File: config.mk
export PLATFORM = sky130hd
export DESIGN_NAME = i2c_master_bit_engine_flat
export DESIGN_NICKNAME = d
export VERILOG_FILES = /design/src/rtl/i2cm_pkg.sv /design/src/rtl/i2cm_cmd_if.sv /design/src/rtl/i2cm_res_if.sv /design/src/rtl/i2c_master_bit_engine.sv /design/src/flat_wrapper.sv
export SDC_FILE = /design/constraint.sdc
export NUM_CORES = 1
export LEC_CHECK = 0
export ABC_AREA = 1
export BUFFER_PORTS_ARGS = -buffer_cell sky130_fd_sc_hd__clkbuf_2
export CAP_MARGIN = 20
export CORE_MARGIN = 4
export CORE_UTILIZATION = 55
export DETAILED_ROUTE_END_ITERATION = 10
export GPL_TIMING_DRIVEN = 0
export PLACE_DENSITY = 0.86
export SYNTH_ARGS = -nofsm -noshare
export SYNTH_HDL_FRONTEND = slang
export SYNTH_SLANG_ARGS = --single-unit
File: constraint.sdc
create_clock -name clk -period 5.6 [get_ports clk]
set_input_delay 0.56 -clock clk [delete_from_list [all_inputs] [get_ports clk]]
set_output_delay 0.56 -clock clk [all_outputs]
set_load 0.01 [all_outputs]
File: src/rtl/i2cm_pkg.sv
// shared types and constants of the i2c master bit engine
`timescale 1ns / 1ps

package i2cm_pkg;

    // command codes carried in the func field
    localparam logic [2:0] FUNC_NONE      = 3'd0;
    localparam logic [2:0] FUNC_START     = 3'd1;
    localparam logic [2:0] FUNC_STOP      = 3'd2;
    localparam logic [2:0] FUNC_SEND      = 3'd3;
    localparam logic [2:0] FUNC_WAIT_ACK  = 3'd4;
    localparam logic [2:0] FUNC_READ      = 3'd5;
    localparam logic [2:0] FUNC_REG_WRITE = 3'd6;

    // configuration port
    localparam int CFG_IDX_W  = 2;
    localparam int CFG_DATA_W = 16;
    localparam logic [CFG_IDX_W-1:0] CFG_HALF_PERIOD = 2'd0;
    localparam logic [CFG_IDX_W-1:0] CFG_ACK_TIMEOUT = 2'd1;

    localparam int HALF_W = 10;
    localparam int TOUT_W = 16;
    localparam logic [HALF_W-1:0] HALF_RESET = 10'd120;
    localparam logic [TOUT_W-1:0] TOUT_RESET = 16'd250;

    // bits per byte on the bus
    localparam logic [3:0] BYTE_BITS = 4'd8;

    // register write progress: none, address, register, data byte
    localparam logic [1:0] WSTEP_NONE = 2'd0;
    localparam logic [1:0] WSTEP_ADDR = 2'd1;
    localparam logic [1:0] WSTEP_REG  = 2'd2;
    localparam logic [1:0] WSTEP_DATA = 2'd3;

    typedef enum logic [3:0] {
        PH_IDLE,
        PH_START1,
        PH_START2,
        PH_STOP1,
        PH_STOP2,
        PH_STOP3,
        PH_ACK1,
        PH_ACK2,
        PH_ACKPOLL,
        PH_TX1,
        PH_TX2,
        PH_RX1,
        PH_RX2,
        PH_RXA1,
        PH_RXA2
    } phase_t;

    // one result item
    typedef struct packed {
        logic       scl_level;
        logic       sda_level;
        logic       sda_drive;
        logic       busy_res;
        logic       done_res;
        logic [7:0] rx_byte;
        logic       ack_missing;
    } res_t;

endpackage

File: src/rtl/i2cm_cmd_if.sv
// request channel interface of the i2c master bit engine
`timescale 1ns / 1ps

interface i2cm_cmd_if;
    logic       valid;
    logic       ready;
    logic [2:0] func;
    logic [7:0] tx_byte;
    logic [7:0] register_byte;
    logic [7:0] payload_byte;
    logic       send_ack;
    logic       sda_in;

    modport source (
        output valid, func, tx_byte, register_byte, payload_byte, send_ack, sda_in,
        input  ready
    );
    modport sink (
        input  valid, func, tx_byte, register_byte, payload_byte, send_ack, sda_in,
        output ready
    );
endinterface

File: src/rtl/i2cm_res_if.sv
// result channel interface of the i2c master bit engine
`timescale 1ns / 1ps

interface i2cm_res_if;
    logic       valid;
    logic       ready;
    logic       scl_level;
    logic       sda_level;
    logic       sda_drive;
    logic       busy_res;
    logic       done_res;
    logic [7:0] rx_byte;
    logic       ack_missing;

    modport source (
        output valid, scl_level, sda_level, sda_drive, busy_res, done_res, rx_byte,
               ack_missing,
        input  ready
    );
    modport sink (
        input  valid, scl_level, sda_level, sda_drive, busy_res, done_res, rx_byte,
               ack_missing,
        output ready
    );
endinterface

File: src/rtl/i2c_master_bit_engine.sv
// i2c master bit engine: one tick request in, one line and status result out
// a request's result is registered into the output register, or into the skid entry if the output register is full
// throughput: one request per cycle while the skid entry is empty; the tick update is one pass of next-state logic
// output side: output register plus one skid entry, so input stalls only when both are full
// reset: bus lines high and driven, engine idle, half period 120 and ack timeout 250 ticks
`timescale 1ns / 1ps

module i2c_master_bit_engine (
    input  logic                            clk,
    input  logic                            rst_n,
    input  logic                            cfg_we,
    input  logic [i2cm_pkg::CFG_IDX_W-1:0]  cfg_index,
    input  logic [i2cm_pkg::CFG_DATA_W-1:0] cfg_data,
    i2cm_cmd_if.sink                        cmd,
    i2cm_res_if.source                      res
);
    import i2cm_pkg::*;

    // configuration
    logic [HALF_W-1:0] half_reg;
    logic [TOUT_W-1:0] tout_reg;

    // engine state
    phase_t      phase_reg, phase_next;
    logic [3:0]  bit_reg, bit_next;
    logic [7:0]  shift_reg, shift_next;
    logic [HALF_W-1:0] delay_reg, delay_next;
    logic [TOUT_W-1:0] wait_reg, wait_next;
    logic [1:0]  wstep_reg, wstep_next;
    logic [7:0]  sreg_reg, sreg_next;
    logic [7:0]  spay_reg, spay_next;
    logic [7:0]  rcv_reg, rcv_next;
    logic        fail_reg, fail_next;
    logic        scl_reg, scl_next;
    logic        sda_reg, sda_next;
    logic        drive_reg, drive_next;
    logic        achoice_reg, achoice_next;
    logic        done_now;

    // output buffering
    res_t        out_reg, skid_reg, result;
    logic        out_valid_reg, skid_valid_reg;
    logic        push, pop;

    // scratch of the next-state pass
    logic              enter_en;
    phase_t            enter_ph;
    logic              fin;
    logic              do_poll;
    logic [TOUT_W-1:0] poll_cnt;
    logic [HALF_W-1:0] delay_dec;
    logic [HALF_W-1:0] hold;
    logic [3:0]        bit_inc;

    assign cmd.ready = !skid_valid_reg;
    assign push      = cmd.valid && cmd.ready;
    assign pop       = out_valid_reg && res.ready;
    assign hold      = (half_reg == '0) ? {{(HALF_W-1){1'b0}}, 1'b1} : half_reg;

    // configuration writes
    always_ff @(posedge clk or negedge rst_n)
    begin
        if (!rst_n)
        begin
            half_reg <= HALF_RESET;
            tout_reg <= TOUT_RESET;
        end
        else if (cfg_we)
        begin
            if (cfg_index == CFG_HALF_PERIOD)
            begin
                half_reg <= cfg_data[HALF_W-1:0];
            end
            else if (cfg_index == CFG_ACK_TIMEOUT)
            begin
                tout_reg <= cfg_data[TOUT_W-1:0];
            end
        end
    end

    // next state of the engine for one tick
    always_comb
    begin
        phase_next   = phase_reg;
        bit_next     = bit_reg;
        shift_next   = shift_reg;
        delay_next   = delay_reg;
        wait_next    = wait_reg;
        wstep_next   = wstep_reg;
        sreg_next    = sreg_reg;
        spay_next    = spay_reg;
        rcv_next     = rcv_reg;
        fail_next    = fail_reg;
        scl_next     = scl_reg;
        sda_next     = sda_reg;
        drive_next   = drive_reg;
        achoice_next = achoice_reg;
        enter_en     = 1'b0;
        enter_ph     = PH_IDLE;
        fin          = 1'b0;
        do_poll      = 1'b0;
        poll_cnt     = wait_reg;
        delay_dec    = (delay_reg != '0) ? delay_reg - 1'b1 : '0;
        bit_inc      = bit_reg + 4'd1;

        if (phase_reg == PH_IDLE)
        begin
            // command decode
            case (cmd.func)
                FUNC_START:
                begin
                    wstep_next = WSTEP_NONE;
                    enter_en   = 1'b1;
                    enter_ph   = PH_START1;
                end
                FUNC_STOP:
                begin
                    wstep_next = WSTEP_NONE;
                    enter_en   = 1'b1;
                    enter_ph   = PH_STOP1;
                end
                FUNC_SEND:
                begin
                    wstep_next = WSTEP_NONE;
                    shift_next = cmd.tx_byte;
                    bit_next   = '0;
                    enter_en   = 1'b1;
                    enter_ph   = PH_TX1;
                end
                FUNC_WAIT_ACK:
                begin
                    wstep_next = WSTEP_NONE;
                    enter_en   = 1'b1;
                    enter_ph   = PH_ACK1;
                end
                FUNC_READ:
                begin
                    wstep_next   = WSTEP_NONE;
                    achoice_next = cmd.send_ack;
                    shift_next   = '0;
                    bit_next     = '0;
                    enter_en     = 1'b1;
                    enter_ph     = PH_RX1;
                end
                FUNC_REG_WRITE:
                begin
                    shift_next = cmd.tx_byte;
                    sreg_next  = cmd.register_byte;
                    spay_next  = cmd.payload_byte;
                    wstep_next = WSTEP_ADDR;
                    enter_en   = 1'b1;
                    enter_ph   = PH_START1;
                end
                default:
                begin
                end
            endcase
        end
        else if (phase_reg == PH_ACKPOLL)
        begin
            do_poll = 1'b1;
        end
        else
        begin
            // half period timer and phase sequencing
            delay_next = delay_dec;
            if (delay_dec == '0)
            begin
                case (phase_reg)
                    PH_START1:
                    begin
                        enter_en = 1'b1;
                        enter_ph = PH_START2;
                    end
                    PH_START2:
                    begin
                        scl_next = 1'b0;
                        if (wstep_reg != WSTEP_NONE)
                        begin
                            bit_next = '0;
                            enter_en = 1'b1;
                            enter_ph = PH_TX1;
                        end
                        else
                        begin
                            fin = 1'b1;
                        end
                    end
                    PH_STOP1:
                    begin
                        enter_en = 1'b1;
                        enter_ph = PH_STOP2;
                    end
                    PH_STOP2:
                    begin
                        enter_en = 1'b1;
                        enter_ph = PH_STOP3;
                    end
                    PH_ACK1:
                    begin
                        enter_en = 1'b1;
                        enter_ph = PH_ACK2;
                    end
                    PH_ACK2:
                    begin
                        phase_next = PH_ACKPOLL;
                        delay_next = '0;
                        wait_next  = '0;
                        poll_cnt   = '0;
                        do_poll    = 1'b1;
                    end
                    PH_TX1:
                    begin
                        enter_en = 1'b1;
                        enter_ph = PH_TX2;
                    end
                    PH_TX2:
                    begin
                        scl_next = 1'b0;
                        bit_next = bit_inc;
                        if (bit_inc < BYTE_BITS)
                        begin
                            enter_en = 1'b1;
                            enter_ph = PH_TX1;
                        end
                        else if (wstep_reg != WSTEP_NONE)
                        begin
                            enter_en = 1'b1;
                            enter_ph = PH_ACK1;
                        end
                        else
                        begin
                            fin = 1'b1;
                        end
                    end
                    PH_RX1:
                    begin
                        enter_en = 1'b1;
                        enter_ph = PH_RX2;
                    end
                    PH_RX2:
                    begin
                        bit_next = bit_inc;
                        enter_en = 1'b1;
                        enter_ph = (bit_inc < BYTE_BITS) ? PH_RX1 : PH_RXA1;
                    end
                    PH_RXA1:
                    begin
                        enter_en = 1'b1;
                        enter_ph = PH_RXA2;
                    end
                    PH_RXA2:
                    begin
                        scl_next = 1'b0;
                        rcv_next = shift_reg;
                        fin      = 1'b1;
                    end
                    default:
                    begin
                        fin = 1'b1;
                    end
                endcase
            end
        end

        // acknowledge sampling
        if (do_poll)
        begin
            if (!cmd.sda_in)
            begin
                scl_next   = 1'b0;
                drive_next = 1'b1;
                fail_next  = 1'b0;
                case (wstep_reg)
                    WSTEP_ADDR:
                    begin
                        wstep_next = WSTEP_REG;
                        shift_next = sreg_reg;
                        bit_next   = '0;
                        enter_en   = 1'b1;
                        enter_ph   = PH_TX1;
                    end
                    WSTEP_REG:
                    begin
                        wstep_next = WSTEP_DATA;
                        shift_next = spay_reg;
                        bit_next   = '0;
                        enter_en   = 1'b1;
                        enter_ph   = PH_TX1;
                    end
                    WSTEP_DATA:
                    begin
                        enter_en = 1'b1;
                        enter_ph = PH_STOP1;
                    end
                    default:
                    begin
                        fin = 1'b1;
                    end
                endcase
            end
            else if (poll_cnt >= tout_reg)
            begin
                fail_next = 1'b1;
                enter_en  = 1'b1;
                enter_ph  = PH_STOP1;
            end
            else
            begin
                wait_next = poll_cnt + 1'b1;
            end
        end

        // command finished
        if (fin)
        begin
            phase_next = PH_IDLE;
            wstep_next = WSTEP_NONE;
            delay_next = '0;
        end

        // line actions on phase entry
        if (enter_en)
        begin
            case (enter_ph)
                PH_START1:
                begin
                    drive_next = 1'b1;
                    sda_next   = 1'b1;
                    scl_next   = 1'b1;
                end
                PH_START2: sda_next = 1'b0;
                PH_STOP1:
                begin
                    drive_next = 1'b1;
                    scl_next   = 1'b0;
                    sda_next   = 1'b0;
                end
                PH_STOP2: scl_next = 1'b1;
                PH_STOP3: sda_next = 1'b1;
                PH_ACK1:
                begin
                    drive_next = 1'b0;
                    sda_next   = 1'b1;
                end
                PH_ACK2: scl_next = 1'b1;
                PH_TX1:
                begin
                    drive_next = 1'b1;
                    scl_next   = 1'b0;
                    sda_next   = shift_next[7];
                    shift_next = {shift_next[6:0], 1'b0};
                end
                PH_TX2: scl_next = 1'b1;
                PH_RX1:
                begin
                    drive_next = 1'b0;
                    scl_next   = 1'b0;
                end
                PH_RX2:
                begin
                    scl_next   = 1'b1;
                    shift_next = {shift_next[6:0], cmd.sda_in};
                end
                PH_RXA1:
                begin
                    scl_next   = 1'b0;
                    drive_next = 1'b1;
                    sda_next   = !achoice_next;
                end
                PH_RXA2: scl_next = 1'b1;
                default:
                begin
                end
            endcase
            phase_next = enter_ph;
            delay_next = hold;
        end

        done_now = fin;
    end

    // result fields from the updated state
    always_comb
    begin
        result.scl_level   = scl_next;
        result.sda_level   = sda_next;
        result.sda_drive   = drive_next;
        result.busy_res    = (phase_next != PH_IDLE);
        result.done_res    = done_now;
        result.rx_byte     = rcv_next;
        result.ack_missing = fail_next;
    end

    // engine state registers, advanced once per accepted request
    always_ff @(posedge clk or negedge rst_n)
    begin
        if (!rst_n)
        begin
            phase_reg   <= PH_IDLE;
            bit_reg     <= '0;
            shift_reg   <= '0;
            delay_reg   <= '0;
            wait_reg    <= '0;
            wstep_reg   <= WSTEP_NONE;
            sreg_reg    <= '0;
            spay_reg    <= '0;
            rcv_reg     <= '0;
            fail_reg    <= 1'b0;
            scl_reg     <= 1'b1;
            sda_reg     <= 1'b1;
            drive_reg   <= 1'b1;
            achoice_reg <= 1'b0;
        end
        else if (push)
        begin
            phase_reg   <= phase_next;
            bit_reg     <= bit_next;
            shift_reg   <= shift_next;
            delay_reg   <= delay_next;
            wait_reg    <= wait_next;
            wstep_reg   <= wstep_next;
            sreg_reg    <= sreg_next;
            spay_reg    <= spay_next;
            rcv_reg     <= rcv_next;
            fail_reg    <= fail_next;
            scl_reg     <= scl_next;
            sda_reg     <= sda_next;
            drive_reg   <= drive_next;
            achoice_reg <= achoice_next;
        end
    end

    // output register and skid entry valid flags
    always_ff @(posedge clk or negedge rst_n)
    begin
        if (!rst_n)
        begin
            out_valid_reg  <= 1'b0;
            skid_valid_reg <= 1'b0;
        end
        else if (pop)
        begin
            if (skid_valid_reg)
            begin
                skid_valid_reg <= 1'b0;
            end
            else
            begin
                out_valid_reg <= push;
            end
        end
        else if (push)
        begin
            if (out_valid_reg)
            begin
                skid_valid_reg <= 1'b1;
            end
            else
            begin
                out_valid_reg <= 1'b1;
            end
        end
    end

    // output register and skid entry payload
    always_ff @(posedge clk)
    begin
        if (pop)
        begin
            if (skid_valid_reg)
            begin
                out_reg <= skid_reg;
            end
            else if (push)
            begin
                out_reg <= result;
            end
        end
        else if (push)
        begin
            if (out_valid_reg)
            begin
                skid_reg <= result;
            end
            else
            begin
                out_reg <= result;
            end
        end
    end

    assign res.valid       = out_valid_reg;
    assign res.scl_level   = out_reg.scl_level;
    assign res.sda_level   = out_reg.sda_level;
    assign res.sda_drive   = out_reg.sda_drive;
    assign res.busy_res    = out_reg.busy_res;
    assign res.done_res    = out_reg.done_res;
    assign res.rx_byte     = out_reg.rx_byte;
    assign res.ack_missing = out_reg.ack_missing;

endmodule

File: src/flat_wrapper.sv
// flat-port wrapper written by rule: the top's interface ports become plain ports
module i2c_master_bit_engine_flat import i2cm_pkg::*;
  (clk, rst_n, cfg_we, cfg_index, cfg_data, cmd_valid, cmd_func, cmd_tx_byte, cmd_register_byte, cmd_payload_byte, cmd_send_ack, cmd_sda_in, cmd_ready, res_valid, res_scl_level, res_sda_level, res_sda_drive, res_busy_res, res_done_res, res_rx_byte, res_ack_missing, res_ready);
  i2cm_cmd_if cmd_i ();
  i2cm_res_if res_i ();
  input  logic clk;
  input  logic rst_n;
  input  logic cfg_we;
  input  logic [i2cm_pkg::CFG_IDX_W-1:0] cfg_index;
  input  logic [i2cm_pkg::CFG_DATA_W-1:0] cfg_data;
  input wire logic [$bits(cmd_i.valid)-1:0] cmd_valid;
  input wire logic [$bits(cmd_i.func)-1:0] cmd_func;
  input wire logic [$bits(cmd_i.tx_byte)-1:0] cmd_tx_byte;
  input wire logic [$bits(cmd_i.register_byte)-1:0] cmd_register_byte;
  input wire logic [$bits(cmd_i.payload_byte)-1:0] cmd_payload_byte;
  input wire logic [$bits(cmd_i.send_ack)-1:0] cmd_send_ack;
  input wire logic [$bits(cmd_i.sda_in)-1:0] cmd_sda_in;
  output wire logic [$bits(cmd_i.ready)-1:0] cmd_ready;
  output wire logic [$bits(res_i.valid)-1:0] res_valid;
  output wire logic [$bits(res_i.scl_level)-1:0] res_scl_level;
  output wire logic [$bits(res_i.sda_level)-1:0] res_sda_level;
  output wire logic [$bits(res_i.sda_drive)-1:0] res_sda_drive;
  output wire logic [$bits(res_i.busy_res)-1:0] res_busy_res;
  output wire logic [$bits(res_i.done_res)-1:0] res_done_res;
  output wire logic [$bits(res_i.rx_byte)-1:0] res_rx_byte;
  output wire logic [$bits(res_i.ack_missing)-1:0] res_ack_missing;
  input wire logic [$bits(res_i.ready)-1:0] res_ready;
  assign cmd_i.valid = cmd_valid;
  assign cmd_i.func = cmd_func;
  assign cmd_i.tx_byte = cmd_tx_byte;
  assign cmd_i.register_byte = cmd_register_byte;
  assign cmd_i.payload_byte = cmd_payload_byte;
  assign cmd_i.send_ack = cmd_send_ack;
  assign cmd_i.sda_in = cmd_sda_in;
  assign cmd_ready = cmd_i.ready;
  assign res_valid = res_i.valid;
  assign res_scl_level = res_i.scl_level;
  assign res_sda_level = res_i.sda_level;
  assign res_sda_drive = res_i.sda_drive;
  assign res_busy_res = res_i.busy_res;
  assign res_done_res = res_i.done_res;
  assign res_rx_byte = res_i.rx_byte;
  assign res_ack_missing = res_i.ack_missing;
  assign res_i.ready = res_ready;
  i2c_master_bit_engine u_core (.clk(clk), .rst_n(rst_n), .cfg_we(cfg_we), .cfg_index(cfg_index), .cfg_data(cfg_data), .cmd(cmd_i), .res(res_i));
endmodule
==> results.sh <==
export IMPL_cts_buffers=17
export IMPL_total_leakage_power_nw=4.665
export IMPL_syn_num_nets=1091
export IMPL_critPathCaptureType="flip-flop"
export IMPL_synth_cell_type_count=54
export IMPL_worst_pin_slew_ns=1.071
export IMPL_syn2layout_area_growth_pct=15.04
export IMPL_fmax_ghz=0.2111
export IMPL_drive_gt1_share_pct=19.10
export IMPL_outcome="finished, final reports clean"
export IMPL_intPower_mw=2.554
export IMPL_drt_pass1_iterations=6
export IMPL_power_net_switching_mw=1.903
export IMPL_viasPerCell=5.436
export IMPL_io_pins=68
export IMPL_netlist_area_mm2=0.007938
export IMPL_dpl_worst_slack_ns=0.9540
export IMPL_rows=43
export IMPL_max_cap_violations=0
export IMPL_drt_drc_violations_left=0
export IMPL_clkLatencyLatePin_ns=0.43
export IMPL_finalHoldViolations=0
export IMPL_worst_slack_ns=0.8623
export IMPL_setup_tns_ns=0
export IMPL_cts_sinks=129
export IMPL_synth_warnings=0
export IMPL_cp_endpoint="u_core.res.busy_res$_DFFE_PP_"
export IMPL_period_needed_ns=4.738
export IMPL_initial_core_util_pct=56.74
export IMPL_diodes=0
export IMPL_cts_hold_fix_buffers=0
export IMPL_grt_pass1_vias=6836
export IMPL_dieWidth_um=128.1
export IMPL_die_area_mm2=0.01642
export IMPL_r2r_end="u_core.res.busy_res$_DFFE_PP_"
export IMPL_grt_pass1_wl_um=31600
export IMPL_cts_tree="yes"
export IMPL_wl_per_cell_um=14.57
export IMPL_clockPowerShare_pct=25.1
export IMPL_syn_inst=1014
export IMPL_wirelength_um=18860
export IMPL_cp_start_kind="flip-flop"
export IMPL_antenna_left=0
export IMPL_swShare_pct=42.70
export IMPL_clock_skew_ns=0.009099
export IMPL_dp_hpwl_um=13750
export IMPL_fillers=1145
export IMPL_rsz0062_at_grt="no"
export IMPL_path_class="reg2reg"
export IMPL_die_h_um=128.1
export IMPL_cts_repair_resized=0
export IMPL_cpPeakStageDelay_ns=0.38
export IMPL_relSlewSlack_pct=28.37
export IMPL_setup_violations=0
export IMPL_min_path_type="in2async"
export IMPL_r2r_setup_slack_ns=0.86
export IMPL_crit_required_ns=5.77
export IMPL_layout_nets=1179
export IMPL_p_seq_share_pct=32.3
export IMPL_grt_max_degree=64
export IMPL_cts_root_buf="clkbuf_16"
export IMPL_fin_crit_sh_pct=84.60
export IMPL_antenna_found_initial=0
export IMPL_crit_arrival_ns=4.91
export IMPL_slowest_stage="dfrtp_1"
export IMPL_crit_top_cell="nand2_1"
export IMPL_ys_seq_area_share_pct=42.64
export IMPL_vias=7039
export IMPL_core_mm2=0.01399
export IMPL_worstRegToRegCells=29
export IMPL_comb_power_share_pct=42.7
export IMPL_timing_rr_start="u_core.delay_reg[0]$_DFFE_PN0P_"
export IMPL_place_gp_congestion=0.9769
export IMPL_power_density_mw_per_mm2=488.1
export IMPL_cts_htree_levels=4
export IMPL_path_max_fanout=10
export IMPL_clk_pin_slew_ns=0.06
export IMPL_post_cts_buffers=0
export IMPL_crit_start="u_core.delay_reg[0]$_DFFE_PN0P_"
export IMPL_numPortBuffers=67
export IMPL_peakVddDrop_mv=0.2393
export IMPL_clockBufferDepth=2
export IMPL_avgSynthCellArea_um2=7.828
export IMPL_drtIter0Drc=609
export IMPL_synth_seq_cells=129
export IMPL_drv_slew=0
export IMPL_overflow=0
export IMPL_grt_usage_pct=23.89
layout by cell type (no fill, tap or decap), types with 11 or more instances in the layout:
cell type	netlist	routed
a21oi_1	37	37
clkbuf_1	12	12
clkbuf_16	0	17
clkbuf_2	1	67
dfrtp_1	88	88
dfstp_2	13	13
edfxtp_1	28	28
ha_1	25	25
inv_1	169	169
nand2_1	207	207
nand2_2	18	18
nand3_1	58	58
nor2_1	100	100
o21ai_0	80	80
o21ai_1	14	14
o21ai_2	11	11
o22ai_1	19	19
xor2_1	12	12
how the worst min path moves through the flow:
stage | startpoint | to | slack, ns | cells past startpoint
2_1_floorplan | rst_n | u_core.achoice_reg$_DFFE_PN0P_ | 0.26 | 0
3_3_place_gp | u_core.drive_reg$_DFFE_PN1P_ | u_core.drive_reg$_DFFE_PN1P_ | 0.45 | 2
3_5_place_dp | u_core.sda_reg$_DFFE_PN1P_ | u_core.sda_reg$_DFFE_PN1P_ | 0.46 | 2
4_1_cts | rst_n | u_core.tout_reg[13]$_DFFE_PN0P_ | 0.15 | 1
5_1_grt | rst_n | u_core.tout_reg[13]$_DFFE_PN0P_ | 0.17 | 1
6_report | rst_n | u_core.tout_reg[13]$_DFFE_PN0P_ | 0.14 | 1
power groups by stage:
stage	sequential, mW	combinational, mW	clock (mW)
6_report	1.44	1.90	1.12
3_5_place_dp	1.45	1.85	0
2_1_floorplan	1.44	1.38	0
5_1_grt	1.47	2.12	1.18
3_3_place_gp	1.44	1.78	0
4_1_cts	1.44	1.88	1.12
layer usage:
metal | part of all wire (%) | wire length [µm] | global-route usage, %
met1 | 42 | 7916 | 31.05
met2 | 49 | 9157 | 39.28
met3 | 6.6 | 1251 | 4.958
met4 | 2.9 | 538 | 9.363
met5 | 0 | 0 | 0
cell usage after synthesis (all sizes together):
cell | instances | area [µm²]
nand2 | 235 | 1011
inv | 178 | 670.7
nor2 | 114 | 501.7
o21ai | 105 | 566.8
dfrtp | 88 | 2202
nand3 | 68 | 397.9
a21oi | 38 | 193.9
edfxtp | 28 | 840.8
ha | 25 | 312.8
o22ai | 19 | 118.9
buf | 13 | 87.57
clkbuf | 13 | 50.04
dfstp | 13 | 341.6
xor2 | 12 | 105.1
mux2i | 10 | 100.1
nand4 | 10 | 62.56
o211ai | 6 | 45.04
o32ai | 5 | 43.79
mux2 | 4 | 45.04
nor3 | 4 | 47.54
or2 | 4 | 25.03
xnor2 | 4 | 35.03
a31oi | 3 | 18.77
clkinv | 3 | 13.76
nand3b | 3 | 22.52
nor4 | 2 | 18.77
o311ai | 2 | 17.52
a221oi | 1 | 8.760
a2bb2oi | 1 | 8.760
o2111ai | 1 | 8.760
o21a | 1 | 7.510
o31ai | 1 | 7.510
worst max-delay path, delay by kind of cell, from the launching register on:
kind            cells  cell delay (ns)
buf+inv             5             0.53
flops               1             0.38
fa+ha+maj           2             0.58
simple gates       16             2.10
compound gates      6             0.89
stage by stage:
step                std cells  hold WS [ns]  util, %  cell area [µm²]  power, mW
detailed placement       1262        0.4641    60.97             8528      3.296
floorplan                1014        0.2644        -             7938      2.817
global route             1295        0.1688    65.28             9131      4.766
global placement         1261        0.4543    60.75             8498      3.220
CTS                      1294        0.1508    65.20             9120      4.437
finish                   1295        0.1380    65.28             9131      4.457
logic make-up after synthesis:
kind of cell / after synthesis / synth area share [%]
xor+xnor: 16 / 1.765
fa+ha+maj: 25 / 3.941
buf+inv: 207 / 10.36
simple gates: 440 / 26.29
flops: 129 / 42.64
compound gates: 183 / 13.18
mux: 14 / 1.829
area by class of cell:
cell class,count,area (µm²),share of cell area [%]
multi-input combinational,678,3731,40.86
sequential,129,3385,37.06
inverter,181,684.4,7.495
clock buffer,17,425.4,4.659
timing repair buffer,69,376.6,4.124
tap,180,225.2,2.466
clock inverter,15,166.4,1.822
buffer,26,137.6,1.507
Note: power is estimated with default switching activity, not from simulation.
